<file path="config.mk">
export PLATFORM = sky130hd
export DESIGN_NAME = cbdp_lane
export DESIGN_NICKNAME = d
export VERILOG_FILES = /design/src/cbdp_pkg.sv /design/src/cbdp_lane.sv
export SDC_FILE = /design/constraint.sdc
export NUM_CORES = 1
export LEC_CHECK = 0
export BUFFER_PORTS_ARGS = -buffer_cell sky130_fd_sc_hd__buf_2
export CAP_MARGIN = 20
export CORE_MARGIN = 2
export CORE_UTILIZATION = 65
export CTS_CLUSTER_DIAMETER = 80
export CTS_CLUSTER_SIZE = 14
export DETAILED_ROUTE_END_ITERATION = 10
export PLACE_DENSITY = 0.87
export SYNTH_ARGS = -nofsm -noshare
export SYNTH_HDL_FRONTEND = slang
export SYNTH_SLANG_ARGS = --single-unit
</file>
<file path="constraint.sdc">
create_clock -name clk -period 13.85 [get_ports clk]
set_clock_uncertainty 0.2 [all_clocks]
set_input_delay 1.385 -clock clk [delete_from_list [all_inputs] [get_ports clk]]
set_output_delay 1.385 -clock clk [all_outputs]
set_load 0.01 [all_outputs]
</file>
<file path="src/cbdp_pkg.sv">
// Shared constants, types and floating-point helper functions of the codebook dot product.
package cbdp_pkg;

	localparam int CBDP_TABLE_DEPTH = 4096;
	localparam int CBDP_IDX_W = 12;
	localparam int CBDP_XW = 50;
	localparam logic [31:0] CBDP_CANON_NAN = 32'h7FC0_0000;

	typedef struct packed {
		logic [1:0] count;
		logic       row_end;
	} cbdp_tag_t;

	function automatic logic [31:0] cbdp_half_to_single(input logic [15:0] h);
		logic [4:0] ex;
		logic [9:0] man;
		logic [9:0] mn;
		logic [3:0] lz;
		logic       found;
		ex = h[14:10];
		man = h[9:0];
		lz = 4'd0;
		found = 1'b0;
		for (int i = 9; i >= 0; i--) begin
			if (!found && man[i]) begin
				lz = 4'(9 - i);
				found = 1'b1;
			end
		end
		// The leading one of a subnormal is shifted out to become the hidden bit.
		mn = man << (lz + 4'd1);
		if (ex == 5'd0) begin
			if (man == 10'd0)
				return {h[15], 31'd0};
			return {h[15], 8'd112 - {4'd0, lz}, mn, 13'd0};
		end
		if (ex == 5'h1F)
			return {h[15], 8'hFF, man, 13'd0};
		return {h[15], {3'd0, ex} + 8'd112, man, 13'd0};
	endfunction

	function automatic logic [5:0] cbdp_lzc(input logic [CBDP_XW-1:0] x);
		logic [5:0] lz;
		lz = 6'(CBDP_XW);
		for (int i = 0; i < CBDP_XW; i++) begin
			if (x[i])
				lz = 6'(CBDP_XW - 1 - i);
		end
		return lz;
	endfunction

	// xn has its leading one at the top bit; eb is the biased exponent of that bit.
	function automatic logic [31:0] cbdp_round_pack(input logic sign,
			input logic signed [11:0] eb, input logic [CBDP_XW-1:0] xn);
		logic [CBDP_XW-1:0] xs;
		logic [CBDP_XW-1:0] mask;
		logic [11:0]        shw;
		logic [5:0]         sh;
		logic [30:0]        mag;
		logic [23:0]        m;
		logic               g;
		logic               st;
		logic               inc;
		logic               lost;
		if (xn == '0)
			return {sign, 31'd0};
		if (eb >= 12'sd255)
			return {sign, 8'hFF, 23'd0};
		if (eb >= 12'sd1) begin
			g = xn[25];
			st = |xn[24:0];
			inc = g & (st | xn[26]);
			mag = {eb[7:0], xn[48:26]} + 31'(inc);
			return {sign, mag};
		end
		if (eb < -12'sd24)
			return {sign, 31'd0};
		shw = 12'(12'sd1 - eb);
		sh = shw[5:0];
		mask = ({{(CBDP_XW-1){1'b0}}, 1'b1} << sh) - {{(CBDP_XW-1){1'b0}}, 1'b1};
		lost = |(xn & mask);
		xs = xn >> sh;
		g = xs[25];
		st = (|xs[24:0]) | lost;
		inc = g & (st | xs[26]);
		m = xs[49:26] + 24'(inc);
		return {sign, 7'd0, m};
	endfunction

endpackage

</file>
<file path="src/cbdp_lane.sv">
// One multiply lane: widens a half-precision centroid and multiplies it by an FP32 activation.
module cbdp_lane (
	input  logic        clk,
	input  logic        en,
	input  logic [15:0] centroid,
	input  logic [31:0] act,
	output logic [31:0] prod
);
	import cbdp_pkg::*;

	logic [31:0] wa_s2;
	logic [31:0] act_s2;

	logic               sa;
	logic               sb;
	logic [7:0]         ea;
	logic [7:0]         eb;
	logic [23:0]        ma;
	logic [23:0]        mb;
	logic               a_nan;
	logic               b_nan;
	logic               a_inf;
	logic               b_inf;
	logic               a_zero;
	logic               b_zero;
	logic [47:0]        p_s3;
	logic signed [11:0] esum_s3;
	logic               sign_s3;
	logic               spec_s3;
	logic [31:0]        specval_s3;

	logic [CBDP_XW-1:0] xw;
	logic [5:0]         lz;
	logic [CBDP_XW-1:0] xn_s4;
	logic signed [11:0] exp_s4;
	logic               sign_s4;
	logic               spec_s4;
	logic [31:0]        specval_s4;

	logic [31:0] prod_s5;

	always_comb begin
		sa = wa_s2[31];
		sb = act_s2[31];
		ea = (wa_s2[30:23] == 8'd0) ? 8'd1 : wa_s2[30:23];
		eb = (act_s2[30:23] == 8'd0) ? 8'd1 : act_s2[30:23];
		ma = {wa_s2[30:23] != 8'd0, wa_s2[22:0]};
		mb = {act_s2[30:23] != 8'd0, act_s2[22:0]};
		a_nan = (wa_s2[30:23] == 8'hFF) && (wa_s2[22:0] != 23'd0);
		b_nan = (act_s2[30:23] == 8'hFF) && (act_s2[22:0] != 23'd0);
		a_inf = (wa_s2[30:23] == 8'hFF) && (wa_s2[22:0] == 23'd0);
		b_inf = (act_s2[30:23] == 8'hFF) && (act_s2[22:0] == 23'd0);
		a_zero = wa_s2[30:0] == 31'd0;
		b_zero = act_s2[30:0] == 31'd0;
	end

	always_comb begin
		xw = {p_s3, 2'b00};
		lz = cbdp_lzc(xw);
	end

	always_ff @(posedge clk) begin
		if (en) begin
			wa_s2 <= cbdp_half_to_single(centroid);
			act_s2 <= act;

			p_s3 <= ma * mb;
			esum_s3 <= $signed({4'd0, ea}) + $signed({4'd0, eb});
			sign_s3 <= sa ^ sb;
			spec_s3 <= a_nan | b_nan | a_inf | b_inf;
			if (a_nan || b_nan || (a_inf && b_zero) || (a_zero && b_inf))
				specval_s3 <= CBDP_CANON_NAN;
			else
				specval_s3 <= {sa ^ sb, 8'hFF, 23'd0};

			xn_s4 <= xw << lz;
			exp_s4 <= esum_s3 - 12'sd126 - $signed({6'd0, lz});
			sign_s4 <= sign_s3;
			spec_s4 <= spec_s3;
			specval_s4 <= specval_s3;

			prod_s5 <= spec_s4 ? specval_s4 : cbdp_round_pack(sign_s4, exp_s4, xn_s4);
		end
	end

	assign prod = prod_s5;

endmodule

</file>
## Yosys cells after proc, flatten, opt, wreduce, memory -nomap -nowiden

Cells that the tools add are included.

- Bits in registers: 286

- Eq/ne operators: 3
- Mux-type cells: 116
- Magnitude comparators: 3
- $mul: 1
- Reductions and logical operators: 43
- $add $sub $neg: 10
- Shift-type cells: 4
- Bitwise gates (word level): 10

Operator list:

| kind | count |
|---|---|
| 32-bit 2-to-1 mux | 15 |
| 6-bit 2-to-1 mux | 47 |
| 31-bit zero test | 2 |
| 50-bit AND | 1 |
| 50-bit zero test | 1 |
| 25-bit OR reduction | 2 |
| 50-bit OR reduction | 1 |
| 1-bit by 6-bit left shift with 50-bit output (first input constant) | 1 |
| 50-bit by 6-bit left shift with 50-bit output | 1 |
| 50-bit by 6-bit right shift with 50-bit output | 1 |
| 50-bit by 1-bit subtractor with 50-bit output (second input constant) | 1 |
| 24-bit by 24-bit multiplier with 48-bit output | 1 |
| 23-bit zero test | 2 |
| 23-bit nonzero test | 2 |
| 1-bit 2-to-1 mux | 41 |
| 4-bit 2-to-1 mux | 9 |
| 31-bit by 1-bit adder with 31-bit output | 1 |
| 24-bit by 1-bit adder with 24-bit output | 1 |
| 23-bit 2-to-1 mux | 1 |
| 8-bit == test (second input constant) | 2 |
| 8-bit zero test | 2 |
| 8-bit 2-to-1 mux | 2 |
| 8-bit nonzero test | 2 |
| 1-bit logical AND | 15 |
| 20 further kinds | 36 |

## Logic depth before layout (Yosys ltp)

- Depth after elaboration: 49
- Depth in mapped cells: 26
- Gate-level depth less buffers: 25

## Least setup slack after synthesis

No wires, ideal clock.

- Kind: register to register
- Start point: register wa_s2[26]
- End point: register p_s3[46], data pin
- Library setup time: 0.258 ns
- Data arrival time: 6.551 ns
- Slack: 6.841 ns
- Path buffers: 1
- Clock period less this slack: 7.009 ns
- Cell stages (with the launch flop): 26
- Path through: edfxtp_1 > nor4_1 > nand2_1 > clkbuf_1 > and2_1 > fa_1 > inv_1 > fa_1 > inv_1 > fa_1 > ha_1 > inv_1 > fa_1 > inv_1 > fa_1 > fa_1 > ha_1 > and3_1 > a31oi_1 > o31ai_1 > nand4_1 > and4b_1 > o41ai_1 > a221o_1 > a21oi_1 > xnor2_1

- Cells in the longest elaborated chain, start to end: 2

Ends and longest elaborated chain:

| what | line | RTL |
|---|---|---|
| from (decl) | cbdp_lane.sv:11 | `logic [31:0] wa_s2;` |
| from (signal assigned) | cbdp_lane.sv:64 | `wa_s2 <= cbdp_half_to_single(centroid);` |
| 8-bit nonzero test | cbdp_lane.sv:47 | `ma = {wa_s2[30:23] != 8'd0, wa_s2[22:0]};` |
| 24-bit by 24-bit multiplier with 48-bit output | cbdp_lane.sv:67 | `p_s3 <= ma * mb;` |
| to (signal assigned) | cbdp_lane.sv:67 |  |
| to (decl) | cbdp_lane.sv:26 | `logic [47:0] p_s3;` |

Every way passes these cells.
A chain may end at the register's enable or synchronous reset.

## Worst setup path in the final report

- Start point: register wa_s2[29]
- End point: register p_s3[47], data pin

Same word-level chain as after synthesis.

==> impl_metrics.toml <==
[global_routing]
grt_antenna_before_repair = 0
gr-usage-all-layers = 0.331
globalRoute.totalOverflow = 0
grt_max_degree = 98
grt_first_pass_wirelength_um = 92300
grt_pass1_vias = 17700

[timing]
timing_worst_slew_pin_value_ps = 1030
finalSetupTns_ps = 0
finalHoldViolCount = 0
final.min_clock_period_ps = 8100
layout_worst_path_cycle_share = 0.585
grt_setup_unrepaired = "no"
setup_viols_final = 0
fmaxAchievable_mhz = 123
max_slew_violations = 0
relative_slew_slack = 0.313

[floorplan]
design.portCount = 82
dieArea_sq_um = 35200
floorplan.core_area_sq_um = 33400
die_height_um = 188
die-width_um = 188
placement_rows = 67
start_util = 0.657

[placed_design]
portBuffers = 81
gp_routability_congestion = 0.991
hpwlAfterDp_um = 43400

[routing]
post_drt_via_cell_ratio = 6.48
drt-wirelength-per-cell_um = 21.2
remaining_drc_errors = 0
initialDrtViolationCount = 1682
ant_nets = 0
wire_length_reported_by_the_detailed_router_um = 57400
via_count = 17500
drt_first_pass_iters = 8

[clocking]
cts_tree = "yes"
ctsHoldBuffers = 0
cts.path.max_buffers = 2
cts_made_buffers = 17
htreeDepth = 4
numClockSinks = 181
number_of_post_cts_setup_repair_buffers = 0
cts.reportedPaths.clkPinSlew_ps = 80
post_cts_resize_count = 0
clock_tree.root_cell = "sky130_fd_sc_hd__clkbuf_16"
worst_skew_pair.late_latency_ps = 470

[worst_setup_path]
required_time_worst_endpoint_ps = 13860
path_max_fanout = 26
crit_start = "wa_s2[29]"
crit_path_frequent_cell = "sky130_fd_sc_hd__fa_1"
critPathArrivalTime_ps = 8110
kind_of_launch_point_of_the_worst_setup_path = "flop"
cp_slowest_stage_delay_ps = 760
crit-reg2reg-launch = "wa_s2[29]"
critical-path-slowest-cell = "sky130_fd_sc_hd__o311ai_0"
criticalPathCategory = "reg -> reg"
worstSetupEndpointType = "flop"

[synth]
ys_dominant_reg_cell = "sky130_fd_sc_hd__edfxtp_1"
ys_ff_latch = 181
cell_count_after_synthesis = 2252
mappedNetlistNets = 2688
biggest_area_consumer_among_synthesized_cells = "sky130_fd_sc_hd__edfxtp_1"
synth-async-reset-ratio = 0
synth_sequential_area_ratio = 0.248
count_of_flip_flops_with_a_built_in_enable_after_synthesis = 181
synthesis.area_per_instance_sq_um = 9.74
synth-warning-count = 0
post-synth-top-area-fraction = 0.248
synthTopCellsByArea = "sky130_fd_sc_hd__edfxtp_1 25%, sky130_fd_sc_hd__fa_1 18%, sky130_fd_sc_hd__ha_1 11%"
netlist_area_sq_um = 21900
synth_cell_types = 93

[worst_hold_path]
min_from = "specval_s3[31]"
timing.hold.worst.class = "reg -> reg"

[job]
maxCapViolCount = 0

[cells_and_area]
final_nets = 2681
layout-drive-gt1-share = 0.0903
areaGrowthSynthToFinish_pct = 5.20
diodes = 0

[status]
status = "complete, no violations"
==> synth_stat cells (5+ instances only) <==
library cell and number:
sky130_fd_sc_hd__nand3_1 42, sky130_fd_sc_hd__o22ai_1 23, sky130_fd_sc_hd__or3_1 5, sky130_fd_sc_hd__mux2_2 27
sky130_fd_sc_hd__nor2_1 119, sky130_fd_sc_hd__o21bai_1 13, sky130_fd_sc_hd__a21o_1 18, sky130_fd_sc_hd__o211ai_1 9
sky130_fd_sc_hd__a211oi_1 18, sky130_fd_sc_hd__fa_1 198, sky130_fd_sc_hd__clkbuf_1 92, sky130_fd_sc_hd__a21oi_1 86
sky130_fd_sc_hd__mux4_1 16, sky130_fd_sc_hd__mux2i_1 98, sky130_fd_sc_hd__xor2_1 38, sky130_fd_sc_hd__o21a_1 11
sky130_fd_sc_hd__nand2b_1 15, sky130_fd_sc_hd__mux4_2 11, sky130_fd_sc_hd__inv_1 253, sky130_fd_sc_hd__a22o_1 6
sky130_fd_sc_hd__nor4_1 33, sky130_fd_sc_hd__a31oi_1 14, sky130_fd_sc_hd__nor3_2 5, sky130_fd_sc_hd__o21ai_0 62
sky130_fd_sc_hd__a211o_1 6, sky130_fd_sc_hd__buf_4 6, sky130_fd_sc_hd__nand4_1 19, sky130_fd_sc_hd__nor2b_1 10
sky130_fd_sc_hd__buf_2 15, sky130_fd_sc_hd__buf_1 8, sky130_fd_sc_hd__and2_1 136, sky130_fd_sc_hd__o31ai_1 11
sky130_fd_sc_hd__and3_1 15, sky130_fd_sc_hd__edfxtp_1 181, sky130_fd_sc_hd__a221oi_1 6, sky130_fd_sc_hd__nand2_1 243
sky130_fd_sc_hd__a22oi_1 10, sky130_fd_sc_hd__nor3_1 34, sky130_fd_sc_hd__ha_1 188, sky130_fd_sc_hd__xnor2_1 56
==> layout by cell type, fill, tap and decap left out, types with 56 or more instances in the layout <==
| master | instances |
|---|---|
| sky130_fd_sc_hd__inv_1 | 253 |
| sky130_fd_sc_hd__nand2_1 | 243 |
| sky130_fd_sc_hd__fa_1 | 198 |
| sky130_fd_sc_hd__ha_1 | 188 |
| sky130_fd_sc_hd__edfxtp_1 | 181 |
| sky130_fd_sc_hd__and2_1 | 136 |
| sky130_fd_sc_hd__nor2_1 | 117 |
| sky130_fd_sc_hd__mux2i_1 | 98 |
| sky130_fd_sc_hd__a21oi_1 | 86 |
| sky130_fd_sc_hd__buf_2 | 80 |
| sky130_fd_sc_hd__o21ai_0 | 62 |
| sky130_fd_sc_hd__xnor2_1 | 56 |
==> cell families after synthesis <==
| family | count (synthesis) | synth area share |
|---|---|---|
| muxes | 153 | 0.0897 |
| buffers and inverters | 383 | 0.0704 |
| xor gates and xnor gates | 96 | 0.0390 |
| and+or+nand+nor | 703 | 0.159 |
| AOI/OAI and AO/OA | 350 | 0.106 |
| adders and majority gates | 386 | 0.288 |
| DFF | 181 | 0.248 |
==> sequential cells by signal, indices dropped and copies added (netlist names), 9 cells and up <==
register	flops
p_s3	35
xn_s4	35
act_s2	32
prod	32
wa_s2	18
exp_s4	12
esum_s3	9
==> worst max-delay path: cells and delay by family (launching register included) <==
family,cells,cell delay (ps)
flops,1,450
fa+ha+maj,8,3450
buf+inv,5,450
simple gates,3,570
compound gates,9,2590
xor+xnor,1,110
==> metal layers <==
| layer | vias to the layer above | GRT usage | wire length, um |
|---|---|---|---|
| li1 | 7800 | - | - |
| met1 | 8512 | 0.434 | 22400 |
| met2 | 1021 | 0.544 | 27300 |
| met3 | 200 | 0.0713 | 5540 |
| met4 | 0 | 0.123 | 2110 |
| met5 | - | 0 | 0 |
==> through the flow <==
step,util,hold slack (ps),instances,area (sq um),setup slack [ps]
2_1_floorplan,-,200,2252,21900,6840
3_3_place_gp,0.674,202,2674,22500,6220
3_5_place_dp,0.674,207,2674,22500,5930
4_1_cts,0.691,221,2706,23100,5890
5_1_grt,0.691,234,2706,23100,5350
6_report,0.691,225,2706,23100,5750
==> final timing paths <==
path,endpoint,slack (ps),cells past startpoint
max reg2reg,p_s3[47],5750,26
max,p_s3[47],5750,26
min reg2reg,specval_s4[31],220,0
min,specval_s4[31],220,0
==> layout make-up <==
class,count,area (sq um)
clock inverters,15,165
flip-flops and latches,181,5440
inverters,255,957
repair buffers,102,569
well taps,448,561
clock buffers,17,425
fillers,2456,10300
multi-input cells,1688,15000
Power is not shown: default switching activity piles up to over one toggle a cycle in this logic, so the estimate is an artifact.
